`config.mk`:
```
export PLATFORM = sky130hd
export DESIGN_NAME = dual_rotation_period_capture_core
export DESIGN_NICKNAME = d
export VERILOG_FILES = /design/src/rtl/core/drpc_pkg.sv /design/src/rtl/core/drpc_chan.sv /design/src/rtl/core/dual_rotation_period_capture_core.sv
export SDC_FILE = /design/constraint.sdc
export NUM_CORES = 1
export LEC_CHECK = 0
export ABC_AREA = 1
export BUFFER_PORTS_ARGS = -buffer_cell sky130_fd_sc_hd__buf_2
export CAP_MARGIN = 10
export CELL_PAD_IN_SITES_DETAIL_PLACEMENT = 1
export CELL_PAD_IN_SITES_GLOBAL_PLACEMENT = 2
export CORE_ASPECT_RATIO = 0.8
export CORE_MARGIN = 4
export CORE_UTILIZATION = 30
export CTS_BUF_LIST = sky130_fd_sc_hd__clkbuf_4 sky130_fd_sc_hd__clkbuf_8
export DETAILED_ROUTE_END_ITERATION = 10
export PLACE_DENSITY = 0.81
export REMOVE_ABC_BUFFERS = 1
export SYNTH_ARGS = -nofsm -noshare
export SYNTH_HDL_FRONTEND = slang
export SYNTH_HIERARCHICAL = 1
export SYNTH_SLANG_ARGS = --single-unit
```
`constraint.sdc`:
```
create_clock -name clk -period 2.95 [get_ports clk]
set_input_delay 0.1475 -clock clk [delete_from_list [all_inputs] [get_ports clk]]
set_output_delay 0.1475 -clock clk [all_outputs]
set_load 0.01 [all_outputs]
```
`src/rtl/core/drpc_pkg.sv`:
```
// ----------------------------------------------------------------------------
// drpc_pkg
// Shared types and constants for the dual rotation period capture core.
// ----------------------------------------------------------------------------
package drpc_pkg;

  localparam int unsigned DATA_W = 32;

  // wrap period after reset: full 32-bit counter
  localparam logic [DATA_W-1:0] CPERIOD_RST = 32'hFFFF_FFFF;

  // event kind carried by each input transaction
  typedef enum logic [1:0] {
    ACT_CAPTURE_A = 2'd0,
    ACT_CAPTURE_B = 2'd1,
    ACT_OVERFLOW  = 2'd2
  } action_t;

  // per-channel tracking state
  typedef struct packed {
    logic [DATA_W-1:0] last;
    logic [DATA_W-1:0] period;
    logic [DATA_W-1:0] count;
    logic              pending;
  } chan_state_t;

  // per-channel event strobes
  typedef struct packed {
    logic capture;
    logic overflow;
  } chan_ctrl_t;

endpackage

```
`src/rtl/core/drpc_chan.sv`:
```
// ----------------------------------------------------------------------------
// drpc_chan
// Next-state logic for one sensor channel: period measurement on capture,
// stale detection on counter overflow.
// ----------------------------------------------------------------------------
module drpc_chan (
  input  drpc_pkg::chan_state_t        cur,
  input  drpc_pkg::chan_ctrl_t         ctrl,
  input  logic [drpc_pkg::DATA_W-1:0]  cap,
  input  logic [drpc_pkg::DATA_W-1:0]  counter_period,
  output drpc_pkg::chan_state_t        nxt
);
  import drpc_pkg::*;

  logic              wrapped;
  logic [DATA_W-1:0] period_wrap;
  logic [DATA_W-1:0] period_diff;

  // candidate periods, both modulo 2^32
  assign wrapped     = cur.pending && (cap < cur.last);
  assign period_wrap = (counter_period - cur.last) + cap;
  assign period_diff = cap - cur.last;

  // channel update
  always_comb begin
    nxt = cur;
    if (ctrl.capture) begin
      if (wrapped) begin
        nxt.period = period_wrap;
      end else if (cur.last != '0) begin
        nxt.period = period_diff;
      end
      nxt.last    = cap;
      nxt.pending = 1'b0;
      nxt.count   = cur.count + DATA_W'(1);
    end else if (ctrl.overflow) begin
      if (cur.pending) begin
        // second overflow without a capture: channel has gone stale
        nxt.last   = '0;
        nxt.count  = '0;
        nxt.period = '0;
      end else begin
        nxt.pending = 1'b1;
      end
    end
  end

endmodule

```
`src/rtl/core/dual_rotation_period_capture_core.sv`:
```
// ----------------------------------------------------------------------------
// dual_rotation_period_capture_core
// Two-channel rotation period and count tracker on a shared capture counter.
// ----------------------------------------------------------------------------
// Each input transaction is one event (capture on A, capture on B, or counter
// overflow) and yields exactly one result transaction carrying the channel
// counts, periods, pending-overflow flags and start time as they stand after
// that event. Events are taken into an input register, the state update is
// one pass of short logic, and the result is registered, so an event passes
// the input register and then the result register, and one event is accepted
// every cycle while the result side keeps up. The result register can hold a
// finished result while the next event waits in the input register.
// counter_period may only be written while no event is in flight.
module dual_rotation_period_capture_core (
  input  logic                         clk,
  input  logic                         rst_n,
  // configuration
  input  logic                         cfg_wr_en,
  input  logic [drpc_pkg::DATA_W-1:0]  cfg_wr_data,
  // event input
  input  logic                         in_valid,
  output logic                         in_ready,
  input  logic [1:0]                   in_action,
  input  logic [drpc_pkg::DATA_W-1:0]  in_capture_value,
  input  logic [drpc_pkg::DATA_W-1:0]  in_now_ms,
  // result output
  output logic                         out_valid,
  input  logic                         out_ready,
  output logic [drpc_pkg::DATA_W-1:0]  out_rotations_a,
  output logic [drpc_pkg::DATA_W-1:0]  out_period_a,
  output logic [drpc_pkg::DATA_W-1:0]  out_rotations_b,
  output logic [drpc_pkg::DATA_W-1:0]  out_period_b,
  output logic [drpc_pkg::DATA_W-1:0]  out_start_ms,
  output logic                         out_overflow_pending_a,
  output logic                         out_overflow_pending_b
);
  import drpc_pkg::*;

  logic [DATA_W-1:0] counter_period_r;

  logic              s1_valid_r;
  logic [1:0]        s1_action_r;
  logic [DATA_W-1:0] s1_cap_r;
  logic [DATA_W-1:0] s1_now_r;

  logic              out_valid_r;
  logic              advance;
  logic              update;

  chan_state_t       chan_a_r, chan_a_nxt;
  chan_state_t       chan_b_r, chan_b_nxt;
  logic [DATA_W-1:0] start_r, start_nxt;
  chan_ctrl_t        ctrl_a, ctrl_b;

  // handshake: result slot frees when empty or being taken
  assign advance  = !out_valid_r || out_ready;
  assign in_ready = !s1_valid_r || advance;
  assign update   = s1_valid_r && advance;

  // configuration register
  always_ff @(posedge clk) begin
    if (!rst_n) begin
      counter_period_r <= CPERIOD_RST;
    end else if (cfg_wr_en) begin
      counter_period_r <= cfg_wr_data;
    end
  end

  // input register
  always_ff @(posedge clk) begin
    if (!rst_n) begin
      s1_valid_r <= 1'b0;
    end else if (in_ready) begin
      s1_valid_r <= in_valid;
    end
  end

  always_ff @(posedge clk) begin
    if (in_valid && in_ready) begin
      s1_action_r <= in_action;
      s1_cap_r    <= in_capture_value;
      s1_now_r    <= in_now_ms;
    end
  end

  // event decode and start time update
  always_comb begin
    ctrl_a    = '0;
    ctrl_b    = '0;
    start_nxt = start_r;
    case (action_t'(s1_action_r))
      ACT_CAPTURE_A: begin
        ctrl_a.capture = 1'b1;
        if (start_r == '0) begin
          start_nxt = s1_now_r;
        end
      end
      ACT_CAPTURE_B: begin
        ctrl_b.capture = 1'b1;
        if (start_r == '0) begin
          start_nxt = s1_now_r;
        end
      end
      ACT_OVERFLOW: begin
        ctrl_a.overflow = 1'b1;
        ctrl_b.overflow = 1'b1;
        // both channels stale: measurement run is over
        if (chan_a_r.pending && chan_b_r.pending) begin
          start_nxt = '0;
        end
      end
      default: begin
        start_nxt = start_r;
      end
    endcase
  end

  // per-channel next state
  drpc_chan u_chan_a (
    .cur            (chan_a_r),
    .ctrl           (ctrl_a),
    .cap            (s1_cap_r),
    .counter_period (counter_period_r),
    .nxt            (chan_a_nxt)
  );

  drpc_chan u_chan_b (
    .cur            (chan_b_r),
    .ctrl           (ctrl_b),
    .cap            (s1_cap_r),
    .counter_period (counter_period_r),
    .nxt            (chan_b_nxt)
  );

  // state registers, which also serve as the result register
  always_ff @(posedge clk) begin
    if (!rst_n) begin
      chan_a_r <= '0;
      chan_b_r <= '0;
      start_r  <= '0;
    end else if (update) begin
      chan_a_r <= chan_a_nxt;
      chan_b_r <= chan_b_nxt;
      start_r  <= start_nxt;
    end
  end

  // result valid
  always_ff @(posedge clk) begin
    if (!rst_n) begin
      out_valid_r <= 1'b0;
    end else if (advance) begin
      out_valid_r <= s1_valid_r;
    end
  end

  assign out_valid              = out_valid_r;
  assign out_rotations_a        = chan_a_r.count;
  assign out_period_a           = chan_a_r.period;
  assign out_rotations_b        = chan_b_r.count;
  assign out_period_b           = chan_b_r.period;
  assign out_start_ms           = start_r;
  assign out_overflow_pending_a = chan_a_r.pending;
  assign out_overflow_pending_b = chan_b_r.pending;

endmodule

```
; Yosys cells after proc, flatten, opt, wreduce, memory -nomap -nowiden
; Cells that the tools add are included.
[word_totals]
regBits = 326
word_cells = 73
output_inout_bits = 164
[classes]
addsub = 8
mux = 16
magnitude_cmp = 2
n_eq_ne = 6
reduce_logical = 26
[ops]
columns = operator, n
row1 = 97-bit 2-to-1 mux, 4
row2 = 32-bit 2-to-1 mux, 6
row3 = 96-bit 2-to-1 mux, 2
row4 = 32-bit subtractor, 4
row5 = 32-bit by 1-bit adder with 32-bit output (second input constant), 2
row6 = 32-bit adder, 2
row7 = 32-bit less-than comparator, 2
row8 = 32-bit one-hot mux with 2 select lines, 1
row9 = 32-bit nonzero test, 2
row10 = 32-bit zero test, 1
row11 = 4-bit AND reduction, 3
row12 = 2-bit nonzero test, 5
row13 = 3-bit by 1-bit != test with 1-bit output (second input constant), 2
row14 = 3-bit AND reduction, 2
row15 = 1-bit logical AND, 5
row16 = 2-bit AND reduction, 2
row17 = 1-bit 2-to-1 mux, 3
row18 = 2-bit by 1-bit == test with 1-bit output (second input constant), 1
row19 = 2-bit == test (second input constant), 1
row20 = 1-bit zero test, 2
row21 = 2-bit zero test, 1
row22 = 1-bit logical OR, 2
row23 = 2-bit by 1-bit != test with 1-bit output (second input constant), 1
row24 = 2-bit != test (second input constant), 1
row25 = 2-bit OR reduction, 1

; Longest topological paths before layout
[logic_depth]
word_depth = 4
mapped_depth = 22
ltp_nobuf = 22

; Hierarchy
; The synthesis kept the hierarchy.
[by_module_without_submodules]
columns = module, area_each_um2, cells_per_inst, n_inst
row1 = dual_rotation_period_capture_core, 12279.3, 1448, 1
row2 = drpc_chan (u_chan_b), 8404.3, 1670, 1
row3 = drpc_chan (u_chan_a), 8361.8, 1657, 1

; Worst setup path before layout
; OpenSTA, ideal clock, no wires.
[synth_timing]
path_type = reg2reg
start = register s1_cap_r[1]
end = register chan_a_r, in the netlist out_period_a[28]
t_arrival_ns = 2.626
period_less_slack_ns = 2.742
path_stages_with_launch = 20
required_time_ns = 2.834
setup_ns = 0.116
path_slack_ns = 0.208
cell_sequence = edfxtp_1 > inv_1 > fa_1 > fa_1 > inv_1 > nand3_1 > nand3_1 > nand2_1 > nand2_1 > nand2_1 > nand2_1 > nand2_1 > nand2_1 > nand2_1 > nand3_1 > nand2_1 > nand2_1 > nand2_1 > o21ai_0 > nor2_1
[synth_lines]
columns = item, line_no
row1 = from (decl), dual_rotation_period_capture_core.sv:43  ; logic [DATA_W-1:0] s1_cap_r;
row2 = from (signal assigned), dual_rotation_period_capture_core.sv:81  ; s1_cap_r <= in_capture_value;
row3 = to (signal assigned), dual_rotation_period_capture_core.sv:142  ; chan_a_r <= chan_a_nxt;
row4 = to (decl), dual_rotation_period_capture_core.sv:50  ; chan_state_t chan_a_r, chan_a_nxt;

==> results.txt <==
number of pins exceeding their max-slew limit in the final report: 0
pin count of the biggest net entering global routing: 157
TritonCTS clock tree: yes
Detail Placement HPWL: 91000 um
maximum root-to-sink buffer count: 3
pwr/cell area: 523 mW/mm2
number of top-level design ports: 267
synthesized instance count: 4775
antenna violation net count after detailed routing: 0
initial antenna violation count: 4
commonest non-fill, non-tap cell in the layout: sky130_fd_sc_hd__nand2_1
share of async-settable or async-resettable flops after synthesis: 0%
result of the run: finished with violations
clock transition at the registers of the reported paths: 0.07 ns
via count of the first global-routing pass: 31725
final cell utilization of the core: 40.1%
Clock Skew: 0.0454 ns
Std-Cell Core Area: 0.0954 mm2
number of port buffers: 266
die span in y: 286 um
flip-flop cell with the highest count after synthesis: sky130_fd_sc_hd__dfxtp_1
Area Growth Syn to Fin: 31.7%
First-pass DRT Iterations: 5
critical path's slowest cell: sky130_fd_sc_hd__fa_1
global-route wire length before repair: 185000 um
Highest Clock Rate: 0.334 GHz
overall power consumption: 20.0 mW
drt first-iter violations: 1917
final worst-path cycle share: 101%
total number of nets in the final design: 5602
Synth Warn #: 6
Die W: 356 um
setup violators final: 4
Fin Setup TNS: -0.102 ns
slew at the pin closest to its max-slew limit: 1.11 ns
minimum hold slack: 0.110 ns
overall track demand over capacity in global routing: 23.1%
clock network latency to the later pin of the worst-skew pair: 0.73 ns
worst vdd rail ir drop: 0.362 mV
average footprint of a synthesized cell: 6.08 um2
DRC errors left: 0
Worst path top cell family by delay: simple AND/OR/NAND/NOR gates
setup repair after global routing missed its margin: true
post-synthesis register bit count: 326
routed via count divided by cell count: 4.80
Max Fanout on Critical Path: 6
worst stage delay on the critical path: 0.60 ns
Worst Hold Class: input port to flip-flop
worst setup margin: -0.0416 ns
cells along the critical path: inv_2 > fa_1 > inv_2 > ha_4 > nand3_2 > nand3_2 > nand2_1 > nand2_2 > nand2_1 > nand2_2 > nand2_1 > nand2_1 > nand2_1 > nand3_1 > nand2_1 > nand2_1 > nand2_1 > o21ai_0 > nor2_1
failing checks: setup timing
Startpoint Class: flip-flop
leading cell types in the layout, fill and taps excluded: 1203 x sky130_fd_sc_hd__nand2_1, 698 x sky130_fd_sc_hd__inv_1, 633 x sky130_fd_sc_hd__nor2_1
portion of the post-synthesis area used by sequential elements: 24.7%
Wirelength per Cell: 18.7 um
maximum level of the CTS H-tree: 3
data required time at the worst endpoint: 3.55 ns
Inserted Clock Buffers: 67
netlist area before placement: 0.0290 mm2
final hold violations: 0
clock sink count: 326
die area: 0.102 mm2
worst relative slew slack: 25.6%
Cell Count Post-Placement: 6295
maxcap violations: 0
clk root buf: sky130_fd_sc_hd__clkbuf_8
starting density of the core: 30.4%
cell mode on critical path: sky130_fd_sc_hd__nand2_1
overall via count from detail_route: 31903
clock period minus worst slack: 2.99 ns
Worst Setup End Kind: flip-flop
cell row count: 101
number of library cell types mapped by synthesis: 54
arrival time worst endpoint: 3.59 ns
startpoint-to-endpoint class of the critical path: flip-flop to flip-flop
share of cells above drive strength 1: 24.0%
Bufs and invs on worst path: 2
final global-route overflow total: 0
Routed WL: 124000 um
count of flip-flops with a built-in enable after synthesis: 66
gpl congestion: 0.932
standby leakage power: 19.1 nW
Non-Filler Instances: 6650
==> what timing repair did <==
action,4_1_cts,5_1_grt
endpoints found under the setup margin,49,75
hold buffers,145,0
hold endpoints to repair,107,0
setup buffers,29,44
resized for setup,110,470
pin swaps,18,130
cloned,1,9
==> layer usage <==
layer  vias to the layer above  part of all wire (%)  GRT usage [%]
met5                         -                     0              0
met4                         0                   2.3           5.47
met3                       143                   3.8           2.86
met2                       593                    45           36.5
met1                     15381                    49           33.5
li1                      15786                     -              -
==> metrics by stage <==
stage | worst slack [ns] | area, um2
final | -0.0416 | 38300
after detailed placement | -0.270 | 32300
after floorplan | -2.83 | 27400
after global placement | -0.273 | 32300
after CTS | -0.0322 | 36200
after global routing | -0.170 | 38300
==> worst reg2reg max path, stage by stage (launching register included) <==
cell                       delay (ns)
sky130_fd_sc_hd__edfxtp_1        0.53
sky130_fd_sc_hd__inv_2           0.09
sky130_fd_sc_hd__fa_1            0.60
sky130_fd_sc_hd__inv_2           0.06
sky130_fd_sc_hd__ha_4            0.32
sky130_fd_sc_hd__nand3_2         0.09
sky130_fd_sc_hd__nand3_2         0.10
sky130_fd_sc_hd__nand2_1         0.08
sky130_fd_sc_hd__nand2_2         0.10
sky130_fd_sc_hd__nand2_1         0.07
sky130_fd_sc_hd__nand2_2         0.12
sky130_fd_sc_hd__nand2_1         0.08
sky130_fd_sc_hd__nand2_1         0.07
sky130_fd_sc_hd__nand2_1         0.05
sky130_fd_sc_hd__nand3_1         0.12
sky130_fd_sc_hd__nand2_1         0.07
sky130_fd_sc_hd__nand2_1         0.06
sky130_fd_sc_hd__nand2_1         0.05
sky130_fd_sc_hd__o21ai_0         0.15
sky130_fd_sc_hd__nor2_1          0.06
==> where the power goes <==
group	internal (mW)	switching, mW	leakage [nW]
logic	3.73	5.47	15.5
registers	4.86	0.348	2.78
clock network	3.18	2.45	0.803
total	11.8	8.26	19.1
==> cell type report <==
class | instances | area [um2]
Tap cell | 1287 | 1610
Antenna cell | 5 | 12.5
Clock buffer | 97 | 1190
Inverter | 821 | 3090
Timing Repair Buffer | 736 | 5580
Sequential cell | 326 | 7190
Clock inverter | 25 | 328
Multi-Input combinational cell | 3353 | 19300
Fill cell | 12391 | 57100
==> path summary, 6_finish.rpt <==
path         cells after the start              endpoint                start  slack, ns
max reg2reg                     19      out_period_a[26]          s1_cap_r[2]      -0.04
min                              4  counter_period_r[14]            cfg_wr_en       0.11
max                             19      out_period_a[26]          s1_cap_r[2]      -0.04
min reg2reg                      2   counter_period_r[0]  counter_period_r[0]       0.48
==> kinds of logic after synthesis <==
group | synth area share [%]
xor gates and xnor gates | 1.66
adders and majority gates | 10.0
AOI/OAI and AO/OA | 10.2
and+or+nand+nor | 36.6
DFF | 24.7
buffers and inverters | 16.4
muxes | 0.314
==> registers in the layout, indices dropped and copies added, names as in the netlist <==
register / count
s1_now_r: 32
out_rotations_a: 32
chan_a_r: 32
out_overflow_pending_a: 1
s1_valid_r: 1
chan_b_r: 32
out_period_b: 32
s1_cap_r: 32
out_rotations_b: 32
s1_action_r: 2
out_valid: 1
out_overflow_pending_b: 1
counter_period_r: 32
out_period_a: 32
out_start_ms: 32
==> cells in the mapped netlist, types with 3 or more instances <==
cell / instances / share of area (%)
sky130_fd_sc_hd__clkinv_1: 8 / 0.10
sky130_fd_sc_hd__and2_1: 10 / 0.22
sky130_fd_sc_hd__nand3b_1: 14 / 0.36
sky130_fd_sc_hd__clkbuf_1: 91 / 1.2
sky130_fd_sc_hd__nor2_2: 12 / 0.26
sky130_fd_sc_hd__xor2_1: 37 / 1.1
sky130_fd_sc_hd__nand4_1: 46 / 0.99
sky130_fd_sc_hd__nor4_1: 8 / 0.17
sky130_fd_sc_hd__o22ai_1: 62 / 1.3
sky130_fd_sc_hd__a21oi_1: 170 / 2.9
sky130_fd_sc_hd__fa_1: 64 / 4.4
sky130_fd_sc_hd__or2_2: 21 / 0.45
sky130_fd_sc_hd__o211ai_1: 9 / 0.23
sky130_fd_sc_hd__nand3_2: 8 / 0.28
sky130_fd_sc_hd__o21ai_1: 13 / 0.22
sky130_fd_sc_hd__nor2_1: 686 / 8.9
sky130_fd_sc_hd__or2_1: 6 / 0.13
sky130_fd_sc_hd__nand3_1: 322 / 5.5
sky130_fd_sc_hd__a22oi_1: 3 / 0.078
sky130_fd_sc_hd__nor3b_1: 3 / 0.078
sky130_fd_sc_hd__or2_0: 14 / 0.30
sky130_fd_sc_hd__buf_2: 37 / 0.64
sky130_fd_sc_hd__edfxtp_1: 66 / 6.8
sky130_fd_sc_hd__buf_1: 4 / 0.052
sky130_fd_sc_hd__o21ai_0: 267 / 4.6
sky130_fd_sc_hd__nand2_1: 1308 / 17
sky130_fd_sc_hd__a31oi_1: 5 / 0.11
sky130_fd_sc_hd__ha_1: 130 / 5.6
sky130_fd_sc_hd__a21oi_2: 5 / 0.15
sky130_fd_sc_hd__o21bai_1: 9 / 0.23
sky130_fd_sc_hd__nand2_2: 28 / 0.60
sky130_fd_sc_hd__nand2_4: 3 / 0.12
sky130_fd_sc_hd__buf_4: 133 / 3.4
sky130_fd_sc_hd__inv_1: 776 / 10
sky130_fd_sc_hd__nor2_4: 8 / 0.31
sky130_fd_sc_hd__nor3_1: 35 / 0.60
sky130_fd_sc_hd__inv_2: 37 / 0.48
sky130_fd_sc_hd__mux2i_1: 8 / 0.28
sky130_fd_sc_hd__dfxtp_1: 260 / 18
sky130_fd_sc_hd__xnor2_1: 18 / 0.54
sky130_fd_sc_hd__buf_6: 11 / 0.43
sky130_fd_sc_hd__nor3_2: 3 / 0.10
No activity file was read; power rests on OpenSTA's default activity.
